$ cat src/design/level_average_peak_hold_core_assert.svh
// ----------------------------------------------------------------------------
// Level average / peak hold: assertion macros
// Concurrent assertion wrappers, clocked on clk and held off during rst_n.
// ----------------------------------------------------------------------------
`ifndef LEVEL_AVERAGE_PEAK_HOLD_CORE_ASSERT_SVH
`define LEVEL_AVERAGE_PEAK_HOLD_CORE_ASSERT_SVH

`ifndef SYNTH
// same-cycle implication
`define LAPH_ASSERT_IMP(lbl, ante, cons) \
  lbl: assert property (@(posedge clk) disable iff (!rst_n) (ante) |-> (cons)) \
    else $error("laph assertion failed");
// next-cycle implication
`define LAPH_ASSERT_NXT(lbl, ante, cons) \
  lbl: assert property (@(posedge clk) disable iff (!rst_n) (ante) |=> (cons)) \
    else $error("laph assertion failed");
`else
`define LAPH_ASSERT_IMP(lbl, ante, cons)
`define LAPH_ASSERT_NXT(lbl, ante, cons)
`endif

`endif

$ cat src/design/laph_pkg.sv
// ----------------------------------------------------------------------------
// Level average / peak hold: shared package
// Ring sizes, derived widths, mode codes and controller/datapath structs.
// ----------------------------------------------------------------------------
`default_nettype none

package laph_pkg;

  localparam int DATA_W     = 8;
  localparam int AVG_LEN    = 16;
  localparam int PEAK_LEN   = 32;
  localparam int AVG_IDX_W  = (AVG_LEN > 1) ? $clog2(AVG_LEN) : 1;
  localparam int PEAK_IDX_W = (PEAK_LEN > 1) ? $clog2(PEAK_LEN) : 1;
  localparam int FILL_W     = $clog2(AVG_LEN + 1);
  localparam int SUM_W      = DATA_W + FILL_W;
  localparam int SCAN_LEN   = (AVG_LEN > PEAK_LEN) ? AVG_LEN : PEAK_LEN;
  localparam int SCAN_W     = $clog2(SCAN_LEN + 1);
  localparam int DIVC_W     = $clog2(SUM_W + 1);
  localparam int MODE_W     = 2;
  localparam int IN_FLD_W   = MODE_W + 3 * DATA_W;
  localparam int IN_W       = ((IN_FLD_W + 7) / 8) * 8;
  localparam int OUT_W      = ((3 * DATA_W + 7) / 8) * 8;

  typedef enum logic [MODE_W-1:0] {
    MODE_LEVEL      = 2'd0,
    MODE_GIVEN_PEAK = 2'd1,
    MODE_ALL_GIVEN  = 2'd2,
    MODE_CLEAR      = 2'd3
  } mode_t;

  typedef struct packed {
    logic accept;
    logic scan_step;
    logic div_load;
    logic div_step;
    logic emit;
  } dp_cmd_t;

  typedef struct packed {
    logic scan_last;
    logic div_last;
    logic out_busy;
  } dp_sts_t;

endpackage

`default_nettype wire

$ cat src/design/laph_ctrl.sv
// ----------------------------------------------------------------------------
// Level average / peak hold: controller
// Sequences accept, ring scan, division and result load for one item.
// ----------------------------------------------------------------------------
`default_nettype none

module laph_ctrl
  import laph_pkg::*;
(
  input  wire logic  clk,
  input  wire logic  rst_n,
  input  wire logic  in_tvalid,
  input  mode_t      in_mode,
  input  dp_sts_t    sts,
  output logic       in_tready,
  output dp_cmd_t    cmd
);

  typedef enum logic [2:0] {
    ST_IDLE, ST_SCAN, ST_DRAIN, ST_DIVLD, ST_DIV, ST_EMIT
  } state_t;

  state_t state_r, state_nxt;

  always_comb begin
    state_nxt = state_r;
    cmd       = '0;
    in_tready = 1'b0;
    case (state_r)
      ST_IDLE: begin
        in_tready = 1'b1;
        if (in_tvalid) begin
          cmd.accept = 1'b1;
          if (in_mode == MODE_LEVEL || in_mode == MODE_GIVEN_PEAK) begin
            state_nxt = ST_SCAN;
          end else begin
            state_nxt = ST_EMIT;
          end
        end
      end
      ST_SCAN: begin
        cmd.scan_step = 1'b1;
        if (sts.scan_last) begin
          state_nxt = ST_DRAIN;
        end
      end
      // last read word lands in the accumulators here
      ST_DRAIN: begin
        state_nxt = ST_DIVLD;
      end
      ST_DIVLD: begin
        cmd.div_load = 1'b1;
        state_nxt    = ST_DIV;
      end
      ST_DIV: begin
        cmd.div_step = 1'b1;
        if (sts.div_last) begin
          state_nxt = ST_EMIT;
        end
      end
      ST_EMIT: begin
        if (!sts.out_busy) begin
          cmd.emit  = 1'b1;
          state_nxt = ST_IDLE;
        end
      end
      default: begin
        state_nxt = ST_IDLE;
      end
    endcase
  end

  always_ff @(posedge clk) begin
    if (!rst_n) begin
      state_r <= ST_IDLE;
    end else begin
      state_r <= state_nxt;
    end
  end

endmodule

`default_nettype wire

$ cat src/design/laph_dp.sv
// ----------------------------------------------------------------------------
// Level average / peak hold: datapath
// Rings with valid bits, scan accumulators, restoring divider, held values
// and the output register.
// ----------------------------------------------------------------------------
`default_nettype none

`include "level_average_peak_hold_core_assert.svh"

module laph_dp
  import laph_pkg::*;
(
  input  wire logic              clk,
  input  wire logic              rst_n,
  input  dp_cmd_t                cmd,
  input  mode_t                  in_mode,
  input  wire logic [DATA_W-1:0] in_level,
  input  wire logic [DATA_W-1:0] in_given_peak,
  input  wire logic [DATA_W-1:0] in_given_average,
  input  wire logic              out_tready,
  output logic                   out_tvalid,
  output logic [DATA_W-1:0]      out_current,
  output logic [DATA_W-1:0]      out_average,
  output logic [DATA_W-1:0]      out_peak,
  output dp_sts_t                sts
);

  logic [DATA_W-1:0]     avg_mem  [AVG_LEN];
  logic [DATA_W-1:0]     peak_mem [PEAK_LEN];
  logic [AVG_LEN-1:0]    avg_vld_r;
  logic [PEAK_LEN-1:0]   peak_vld_r;

  logic [AVG_IDX_W-1:0]  avg_wr_idx_r;
  logic [PEAK_IDX_W-1:0] peak_wr_idx_r;
  logic [FILL_W-1:0]     fill_r;
  mode_t                 mode_r;
  logic [DATA_W-1:0]     held_cur_r, held_avg_r, held_peak_r;

  logic [SCAN_W-1:0]     scan_cnt_r, rd_idx_r;
  logic                  rd_vld_r;
  logic [DATA_W-1:0]     avg_rd_r, peak_rd_r;
  logic                  avg_rdv_r, peak_rdv_r;
  logic [SUM_W-1:0]      sum_r;
  logic [DATA_W-1:0]     pmax_r;

  logic [FILL_W-1:0]     rem_r, rem_nxt;
  logic [SUM_W-1:0]      quo_r, quo_nxt;
  logic [DIVC_W-1:0]     div_cnt_r;
  logic [FILL_W:0]       trial;
  logic                  trial_ge;

  logic                  out_tvalid_r;
  logic [DATA_W-1:0]     out_cur_r, out_avg_r, out_peak_r;

  logic                  wr_avg, wr_peak;

  assign wr_avg  = cmd.accept && (in_mode == MODE_LEVEL || in_mode == MODE_GIVEN_PEAK);
  assign wr_peak = cmd.accept && (in_mode == MODE_LEVEL);

  // restoring division step, one quotient bit per cycle
  always_comb begin
    trial    = {rem_r, quo_r[SUM_W-1]};
    trial_ge = (trial >= {1'b0, fill_r});
    if (trial_ge) begin
      rem_nxt = FILL_W'(trial - {1'b0, fill_r});
    end else begin
      rem_nxt = trial[FILL_W-1:0];
    end
    quo_nxt = {quo_r[SUM_W-2:0], trial_ge};
  end

  assign sts.scan_last = (scan_cnt_r == SCAN_W'(SCAN_LEN - 1));
  assign sts.div_last  = (div_cnt_r == DIVC_W'(SUM_W - 1));
  assign sts.out_busy  = out_tvalid_r && !out_tready;

  // ring storage: one write port, one registered read port each
  always_ff @(posedge clk) begin
    if (wr_avg) begin
      avg_mem[avg_wr_idx_r] <= in_level;
    end
    if (wr_peak) begin
      peak_mem[peak_wr_idx_r] <= in_level;
    end
    avg_rd_r  <= avg_mem[scan_cnt_r[AVG_IDX_W-1:0]];
    peak_rd_r <= peak_mem[scan_cnt_r[PEAK_IDX_W-1:0]];
  end

  always_ff @(posedge clk) begin
    if (!rst_n) begin
      avg_vld_r     <= '0;
      peak_vld_r    <= '0;
      avg_wr_idx_r  <= '0;
      peak_wr_idx_r <= '0;
      fill_r        <= '0;
      held_cur_r    <= '0;
      held_avg_r    <= '0;
      held_peak_r   <= '0;
      mode_r        <= MODE_LEVEL;
      scan_cnt_r    <= '0;
      rd_vld_r      <= 1'b0;
      div_cnt_r     <= '0;
      out_tvalid_r  <= 1'b0;
    end else begin
      rd_vld_r <= cmd.scan_step;
      if (cmd.accept) begin
        mode_r     <= in_mode;
        scan_cnt_r <= '0;
        case (in_mode)
          MODE_LEVEL, MODE_GIVEN_PEAK: begin
            held_cur_r <= in_level;
            avg_vld_r[avg_wr_idx_r] <= 1'b1;
            avg_wr_idx_r <= (avg_wr_idx_r == AVG_IDX_W'(AVG_LEN - 1)) ? '0
                                                                      : avg_wr_idx_r + 1'b1;
            if (fill_r != FILL_W'(AVG_LEN)) begin
              fill_r <= fill_r + 1'b1;
            end
            if (in_mode == MODE_LEVEL) begin
              peak_vld_r[peak_wr_idx_r] <= 1'b1;
              peak_wr_idx_r <= (peak_wr_idx_r == PEAK_IDX_W'(PEAK_LEN - 1)) ? '0
                                                                          : peak_wr_idx_r + 1'b1;
            end else begin
              held_peak_r <= in_given_peak;
            end
          end
          MODE_ALL_GIVEN: begin
            held_cur_r  <= in_level;
            held_peak_r <= in_given_peak;
            held_avg_r  <= in_given_average;
          end
          default: begin
            avg_vld_r     <= '0;
            peak_vld_r    <= '0;
            avg_wr_idx_r  <= '0;
            peak_wr_idx_r <= '0;
            fill_r        <= '0;
            held_cur_r    <= '0;
            held_avg_r    <= '0;
            held_peak_r   <= '0;
          end
        endcase
      end
      if (cmd.scan_step) begin
        scan_cnt_r <= scan_cnt_r + 1'b1;
      end
      if (cmd.div_load) begin
        div_cnt_r <= '0;
        if (mode_r == MODE_LEVEL) begin
          held_peak_r <= pmax_r;
        end
      end
      if (cmd.div_step) begin
        div_cnt_r <= div_cnt_r + 1'b1;
        if (sts.div_last) begin
          held_avg_r <= quo_nxt[DATA_W-1:0];
        end
      end
      if (cmd.emit) begin
        out_tvalid_r <= 1'b1;
      end else if (out_tready) begin
        out_tvalid_r <= 1'b0;
      end
    end
  end

  // payload: read tags, accumulators, divider and output data
  always_ff @(posedge clk) begin
    rd_idx_r   <= scan_cnt_r;
    avg_rdv_r  <= avg_vld_r[scan_cnt_r[AVG_IDX_W-1:0]];
    peak_rdv_r <= peak_vld_r[scan_cnt_r[PEAK_IDX_W-1:0]];
    if (cmd.accept) begin
      sum_r  <= '0;
      pmax_r <= '0;
    end else if (rd_vld_r) begin
      if (avg_rdv_r && (rd_idx_r < SCAN_W'(fill_r))) begin
        sum_r <= sum_r + SUM_W'(avg_rd_r);
      end
      if (peak_rdv_r && (rd_idx_r < SCAN_W'(PEAK_LEN)) && (peak_rd_r > pmax_r)) begin
        pmax_r <= peak_rd_r;
      end
    end
    if (cmd.div_load) begin
      rem_r <= '0;
      quo_r <= sum_r;
    end else if (cmd.div_step) begin
      rem_r <= rem_nxt;
      quo_r <= quo_nxt;
    end
    if (cmd.emit) begin
      out_cur_r  <= held_cur_r;
      out_avg_r  <= held_avg_r;
      out_peak_r <= held_peak_r;
    end
  end

  assign out_tvalid  = out_tvalid_r;
  assign out_current = out_cur_r;
  assign out_average = out_avg_r;
  assign out_peak    = out_peak_r;

  `LAPH_ASSERT_IMP(a_fill_sat, 1'b1, fill_r <= FILL_W'(AVG_LEN))
  `LAPH_ASSERT_NXT(a_clear, cmd.accept && in_mode == MODE_CLEAR,
                   fill_r == '0 && avg_vld_r == '0 && held_peak_r == '0)
  `LAPH_ASSERT_IMP(a_emit_free, cmd.emit, !(out_tvalid_r && !out_tready))

endmodule

`default_nettype wire

$ cat src/design/level_average_peak_hold_core.sv
// ----------------------------------------------------------------------------
// Level average / peak hold meter core
// Moving average and peak hold over 8-bit meter readings.
// ----------------------------------------------------------------------------
// Usage:
//   One command transfer on in_* gives exactly one result transfer on out_*.
//   Mode 0 pushes the level into the average and peak rings, mode 1 pushes
//   it into the average ring only and takes the peak from the command,
//   mode 2 takes all three values from the command, mode 3 clears rings,
//   pointers and held values.
//   Modes 0 and 1 make one pass of both read ports over the rings, with
//   one scan counter for both, then take one quotient bit a cycle from
//   the restoring divider before the result load. Modes 2 and 3 skip the
//   scan and the division and go straight to the result load.
//   One command is in work at a time; in_tready is high only while idle,
//   so a new command is not taken before the last result is loaded.
//   A stalled output does not stop the next command being taken; it holds
//   the finished result in the output register until out_tready.
//   Reset (rst_n low, synchronous) empties both rings via valid bits and
//   zeros pointers, fill count and held values; no clearing pass is needed.
// ----------------------------------------------------------------------------
`default_nettype none

module level_average_peak_hold_core
  import laph_pkg::*;
(
  input  wire logic             clk,
  input  wire logic             rst_n,
  input  wire logic             in_tvalid,
  output logic                  in_tready,
  // [1:0] mode, [9:2] level, [17:10] given_peak, [25:18] given_average
  input  wire logic [IN_W-1:0]  in_tdata,
  output logic                  out_tvalid,
  input  wire logic             out_tready,
  // [7:0] current_level, [15:8] average_level, [23:16] peak_level
  output logic [OUT_W-1:0]      out_tdata
);

  dp_cmd_t             cmd;
  dp_sts_t             sts;
  mode_t               in_mode;
  logic [DATA_W-1:0]   in_level, in_given_peak, in_given_average;
  logic [DATA_W-1:0]   out_current, out_average, out_peak;

  // unpack command fields
  assign in_mode          = mode_t'(in_tdata[MODE_W-1:0]);
  assign in_level         = in_tdata[MODE_W +: DATA_W];
  assign in_given_peak    = in_tdata[MODE_W + DATA_W +: DATA_W];
  assign in_given_average = in_tdata[MODE_W + 2*DATA_W +: DATA_W];

  laph_ctrl u_ctrl (
    .clk       (clk),
    .rst_n     (rst_n),
    .in_tvalid (in_tvalid),
    .in_mode   (in_mode),
    .sts       (sts),
    .in_tready (in_tready),
    .cmd       (cmd)
  );

  laph_dp u_dp (
    .clk              (clk),
    .rst_n            (rst_n),
    .cmd              (cmd),
    .in_mode          (in_mode),
    .in_level         (in_level),
    .in_given_peak    (in_given_peak),
    .in_given_average (in_given_average),
    .out_tready       (out_tready),
    .out_tvalid       (out_tvalid),
    .out_current      (out_current),
    .out_average      (out_average),
    .out_peak         (out_peak),
    .sts              (sts)
  );

  // pack result, zero fill to whole bytes
  assign out_tdata = OUT_W'({out_peak, out_average, out_current});

endmodule

`default_nettype wire

$ cat config.mk
export PLATFORM = sky130hd
export DESIGN_NAME = level_average_peak_hold_core
export DESIGN_NICKNAME = d
export VERILOG_FILES = /design/src/design/laph_pkg.sv /design/src/design/laph_ctrl.sv /design/src/design/laph_dp.sv /design/src/design/level_average_peak_hold_core.sv
export VERILOG_INCLUDE_DIRS = /design/src /design/src/design
export SDC_FILE = /design/constraint.sdc
export NUM_CORES = 1
export LEC_CHECK = 0
export BUFFER_PORTS_ARGS = -buffer_cell sky130_fd_sc_hd__buf_2
export CAP_MARGIN = 10
export CORE_UTILIZATION = 58
export DETAILED_ROUTE_END_ITERATION = 12
export PLACE_DENSITY = 0.81
export SETUP_SLACK_MARGIN = 0.15
export SLEW_MARGIN = 20
export SYNTH_ARGS = -nofsm -noshare
export SYNTH_HDL_FRONTEND = slang
export SYNTH_SLANG_ARGS = --single-unit
$ cat constraint.sdc
create_clock -name clk -period 5.1 [get_ports clk]
set_input_delay 0.765 -clock clk [delete_from_list [all_inputs] [get_ports clk]]
set_output_delay 0.765 -clock clk [all_outputs]
set_load 0.005 [all_outputs]
# ---- Word level (Yosys, flattened, before mapping)
# Memories as Yosys holds them, arrays and structs flattened. A register that Yosys moved wholly into a read port is not among the register bits.
# Cells that the tools add are included.
dict set report totals {
  ff_bits 174
  ramBits 384
  output_inout_bits 26
  wordCells 143
  n_memories 2
}
# name words word_bits rd rd_clocked_by_memory_dff wr line_no
set mem_list {}
lappend mem_list {u_dp.peak_mem 32 8 1 1 1 laph_dp.sv:29} ;# logic [DATA_W-1:0] peak_mem [PEAK_LEN];
lappend mem_list {u_dp.avg_mem 16 8 1 1 1 laph_dp.sv:28} ;# logic [DATA_W-1:0] avg_mem [AVG_LEN];
dict set report classes {
  add_sub_neg 7
  n_lt_le_gt_ge 10
  n_eq_ne 18
  n_mux 55
  n_bitwise 3
  reduce_logical 24
}
# cell n
set op_table {}
lappend op_table {{$mux 8} 8}
lappend op_table {{$pmux 32 s2} 1}
lappend op_table {{$mux 32} 1}
lappend op_table {{$or 32x32->32} 1}
lappend op_table {{$pmux 16 s2} 1}
lappend op_table {{$pmux 8 s2} 2}
lappend op_table {{$mux 13} 2}
lappend op_table {{$mux 5} 4}
lappend op_table {{$pmux 5 s2} 2}
lappend op_table {{$mux 1} 18}
lappend op_table {{$pmux 3 s6} 1}
lappend op_table {{$or 16x16->16} 1}
lappend op_table {{$mux 3} 5}
lappend op_table {{$add 13x8->13} 1}
lappend op_table {{$lt 5x6->1 const B} 2}
lappend op_table {{$mux 4} 3}
lappend op_table {{$mux 6} 2}
lappend op_table {{$add 5x1->5 const B} 2}
lappend op_table {{$lt 4x5->1 const B} 2}
lappend op_table {{$ne 2x2->1 const B} 5}
lappend op_table {{$add 4x1->4 const B} 2}
lappend op_table {{$eq 4x4->1 const B} 2}
lappend op_table {{$gt 8x8->1} 1}
lappend op_table {{$logic_and 1x1->1} 8}
lappend op_table {{other kinds (32)} 40}

# ---- Longest topological paths before layout
dict set report depth {
  depth_word 7
  mapped_depth 9
}

# ---- By module
# Synthesis repeated with hierarchy kept, for this count alone.
dict set report hier_totals {
  cells_unflattened 1609
  hier_area_um2 23480.0
}
# mod instances cells_each area_each_um2
set by_module_without_submodules {}
lappend by_module_without_submodules {laph_dp 1 1581 23266.1}
lappend by_module_without_submodules {laph_ctrl 1 28 214.0}

# ---- Worst setup path after synthesis
# Ideal clock, no wire load.
dict set report synth_path {
  path_kind {input to register}
  from {in in_tvalid}
  to {mem u_dp.peak_mem[31][0], enable pin}
  setup_time_ns 0.370
  arrival_ns 2.310
  t_required_ns 4.730
  path_slack_ns 2.420
  cell_stages 6
  path_buffers 3
  cell_sequence {nor4b_1 clkbuf_1 buf_2 buf_2 nand3_1 nor2_1}
}
dict set report synth_via {
  elab_chain_cells 5
}
# item line_no
set synth_lines {}
lappend synth_lines {{from (decl)} level_average_peak_hold_core.sv:29} ;# input wire logic in_tvalid,
lappend synth_lines {{$mux 1} laph_ctrl.sv:32} ;# if (in_tvalid) begin
lappend synth_lines {{$mux 1} laph_ctrl.sv:29} ;# case (state_r)
lappend synth_lines {{$logic_and 1x1->1} laph_dp.sv:58} ;# assign wr_peak = cmd.accept && (in_mode == MODE_LEVEL);
lappend synth_lines {{$mux 1} laph_dp.sv:81} ;# if (wr_peak) begin
lappend synth_lines {{$mux 1 (not written as such)} laph_dp.sv:82} ;# peak_mem[peak_wr_idx_r] <= in_level;
lappend synth_lines {{to (decl)} laph_dp.sv:29}
# Every way passes these cells.

# ---- Final worst setup path
dict set report layout_path {
  from {reg u_dp.peak_wr_idx_r[4]}
  to {mem u_dp.peak_mem[22][6], enable pin}
}
# item line_no
set layout_lines {}
lappend layout_lines {{from (decl)} laph_dp.sv:34} ;# logic [PEAK_IDX_W-1:0] peak_wr_idx_r;
lappend layout_lines {{from (signal assigned)} laph_dp.sv:119} ;# peak_wr_idx_r <= (peak_wr_idx_r == PEAK_IDX_W'(PEAK_LEN - 1)) ? '0
# Straight into the memory's write port.

==> results.md <==
* Pin count of the biggest net entering global routing at 58
* RSZ-0062 raised after global routing: false
* Power per cell area at 445 nW/um^2
* Yosys reg bits at 574
* Clock Skews at 0.0316 ns
* EDFF count, synth at 421
* Unique cell type count in the Yosys netlist at 61
* Worst-Skew Late Latency at 0.61 ns
* Minimum clock period at ~3.1 ns
* Maximum VDD drop at 0.230 mV
* Worst Tran Pin Value at ~1.1 ns
* Nature of the critical path endpoint: flop
* Hpwl dp at 30100 um
* Clk sink count at about 570
* CTS tree: built
* Final Hold Vio Count at 0
* Post-placement cell area at about 24000 um^2
* R2R Setup Slk at 1.97 ns
* Status: completed
* Vias in the first global route at 13300
* Yosys top cell area share at 54.5%
* Initial cell density of the core at 59.5%
* Count of input and output buffers at 55
* Layout area overhead at 10.8%
* Placer Congestion at roughly 0.84
* Layout cells sized above 1 at 19.9%
* Avg Synthesized Cell Area at 15.7 um^2
* Final Non-Filler Cells at 2084
* Post-layout util at between 60% and 70%
* Number of I/O pins at 62
* Critical path required time at between 5 and 6 ns
* Area contributors post-synth: edfxtp_1 (54%), dfxtp_1 (13%), mux4_2 (13%), ha_1 (2.3%), a21oi_1 (2.2%)
* 1st-iter DRT viols at 1398
* Max Transition Viols Final at 0
* Detail Route Antenna Nets at 0
* Final setup margin at 1.97 ns
* DR vias at 13400
* CORE AREA at 39000 um^2
* Syn_nets at 1558
* Total chip power at 11.4 mW
* Detailed Routing Iterations Pass 1 at 6
* # nets final at 1601
* Hold WC Path Type: flop to flop
* Worst Path Max Fanout at 12
* Clock Path Buffers at 3
* Leak at 8.37 nW
* Worst slew margin at between 20 and 30%
* Area leader, netlist: edfxtp_1
* # fillers at roughly 2500
* Final instance area at 25700 um^2
* WHS at 0.383 ns
* Global route overflow at 0
* CTS clk-pin slew, worst paths at 0.06 ns
* Seq/Total Area, Yosys at 67.7%
* Critical path arrival at 3.35 ns
* Initial antenna violation count at 1
* CP Launch Type: flop
* Ys async rst share at 0%
* Yosys warnings at 0
* Crit Path Class: flop to flop
* Dpl ws at between 1.5 and 2 ns
* Multi-input gate area at 7070 um^2
* Final period utilization at just over 60%
* FMAX at 0.319 GHz
* Total track usage at 25.3%
* CTS Hold Bufs at 0
* Root Buffer: clkbuf_16
* PostCTS Resize Cnt at 0
* Main synth FF type: edfxtp_1
* # diodes at 0
* Die W at 202 um
* Wire per inst at 24.5 um
* Mapped Cells at 1477
* Synthesized cell area at 23200 um^2
* Seq. cell area at 15700 um^2
* Detailed Route WL at 51100 um
* Floorplan row count at 72
* Vias per cell at 6.41
* Detailed-route DRC error count at 0
* Clock H-tree levels at 2
* Die Y-Extent at between 200 and 250 um
* Setup TNS at 0 ns
* Post-CTS setup buffer count at 0
* Total CTS buffers at 55
* Final Setup Violations at 0
* Placed Cells at ~2000
* First-pass GRT wire length at 77600 um
* Die ar. at 40800 um^2
* Max-cap violations at 0
## power breakdown
group / switching [mW] / internal, mW / total (mW)
clock: 1.73 / 2.21 / 3.94
sequential: 0.236 / 5.27 / 5.50
combinational: 1.08 / 0.928 / 2.01
## worst max-delay path: stages (launching register included)
cell and delay (ns):
dfxtp_1 0.74, clkinv_1 0.54, nor2_1 0.53, nand2_1 0.26, nor2_1 0.67
## cell usage after synthesis, types with 7 or more instances
library cell,number
a21oi_1,102
nor3_1,7
nor2_1,110
a21boi_0,19
nand2_1,70
o21ai_0,51
a32oi_1,8
nor2b_1,13
dfxtp_1,153
and3_1,12
a31oi_1,20
clkbuf_1,61
ha_1,43
nand3_1,34
nand3b_1,12
nand2b_1,7
mux2_2,20
o211ai_1,11
mux4_2,135
inv_1,30
edfxtp_1,421
buf_2,17
and2_1,31
## kinds of logic (layout without fill, tap and decap cells)
group | Yosys count | in the layout | synth area share, %
flip-flops | 574 | 574 | 67.7
adder cells (fa/ha/maj) | 45 | 45 | 2.49
AO/OA/AOI/OAI | 250 | 250 | 6.49
AND/OR/NAND/NOR | 329 | 329 | 6.95
buffers and inverters | 115 | 204 | 1.95
XOR/XNOR | 6 | 6 | 0.226
multiplexers | 158 | 158 | 14.2
## layout make-up
| type | instances | share of cell area (%) |
|---|---|---|
| clock inverter | 27 | 0.842 |
| multi-input combinational | 788 | 27.5 |
| timing repair buffer | 70 | 1.61 |
| clock buffer | 76 | 5.97 |
| sequential | 574 | 61.1 |
| inverter | 31 | 0.453 |
| tap | 518 | 2.52 |
## cells in the final DEF (no fill, tap or decap), drive strengths merged, types with 5 or more instances in the layout
cell type	netlist	layout
clkbuf	61	76
xnor2	5	5
nor3	7	7
nor3b	5	5
nand4	5	5
inv	30	32
edfxtp	421	421
a21oi	102	102
a31oi	20	20
mux2	20	20
nand2b	7	7
o211ai	11	11
nand2	70	70
nand3	34	34
and2	31	31
o21a	6	6
a32oi	8	8
and3	12	12
nand3b	12	12
clkinv	1	23
nor2b	13	13
ha	43	43
a21o	6	6
nor2	110	110
buf	23	70
o21ai	55	55
dfxtp	153	153
a21boi	19	19
or3	5	5
mux4	135	135
## sequential cells by signal, indices dropped and copies added (netlist names), 5 cells and up
name                cells
u_dp.peak_mem         256
u_dp.avg_mem          128
u_dp.peak_vld_r        32
u_dp.avg_vld_r         16
u_dp.quo_r             13
u_dp.sum_r             13
u_dp.avg_rd_r           8
u_dp.held_avg_r         8
u_dp.held_cur_r         8
u_dp.held_peak_r        8
u_dp.out_average        8
u_dp.out_current        8
u_dp.out_peak           8
u_dp.peak_rd_r          8
u_dp.pmax_r             8
u_dp.rd_idx_r           6
u_dp.scan_cnt_r         6
u_dp.fill_r             5
u_dp.peak_wr_idx_r      5
u_dp.rem_r              5
## final timing paths
check | startpoint | endpoint | depth (start not counted)
worst min register to register | u_dp.scan_cnt_r[5]$_SDFFE_PN0P_ | u_dp.rd_idx_r[5]$_DFF_P_ | 0
worst max-delay path | u_dp.peak_wr_idx_r[4]$_SDFFE_PN0P_ | u_dp.peak_mem[22][6]$_DFFE_PP_ | 4
worst min-delay path | u_dp.scan_cnt_r[5]$_SDFFE_PN0P_ | u_dp.rd_idx_r[5]$_DFF_P_ | 0
worst max register to register | u_dp.peak_wr_idx_r[4]$_SDFFE_PN0P_ | u_dp.peak_mem[22][6]$_DFFE_PP_ | 4
## routing by layer
layer / vias up / global-route usage [%] / share of wire, %
li1: 5840 / - / -
met1: 6674 / 33.8 / 39
met2: 718 / 41.2 / 49
met3: 134 / 5.71 / 9.2
met4: 2 / 8.98 / 3.2
met5: - / 0.595 / 0.016
Note: power is estimated with default switching activity, not from simulation.
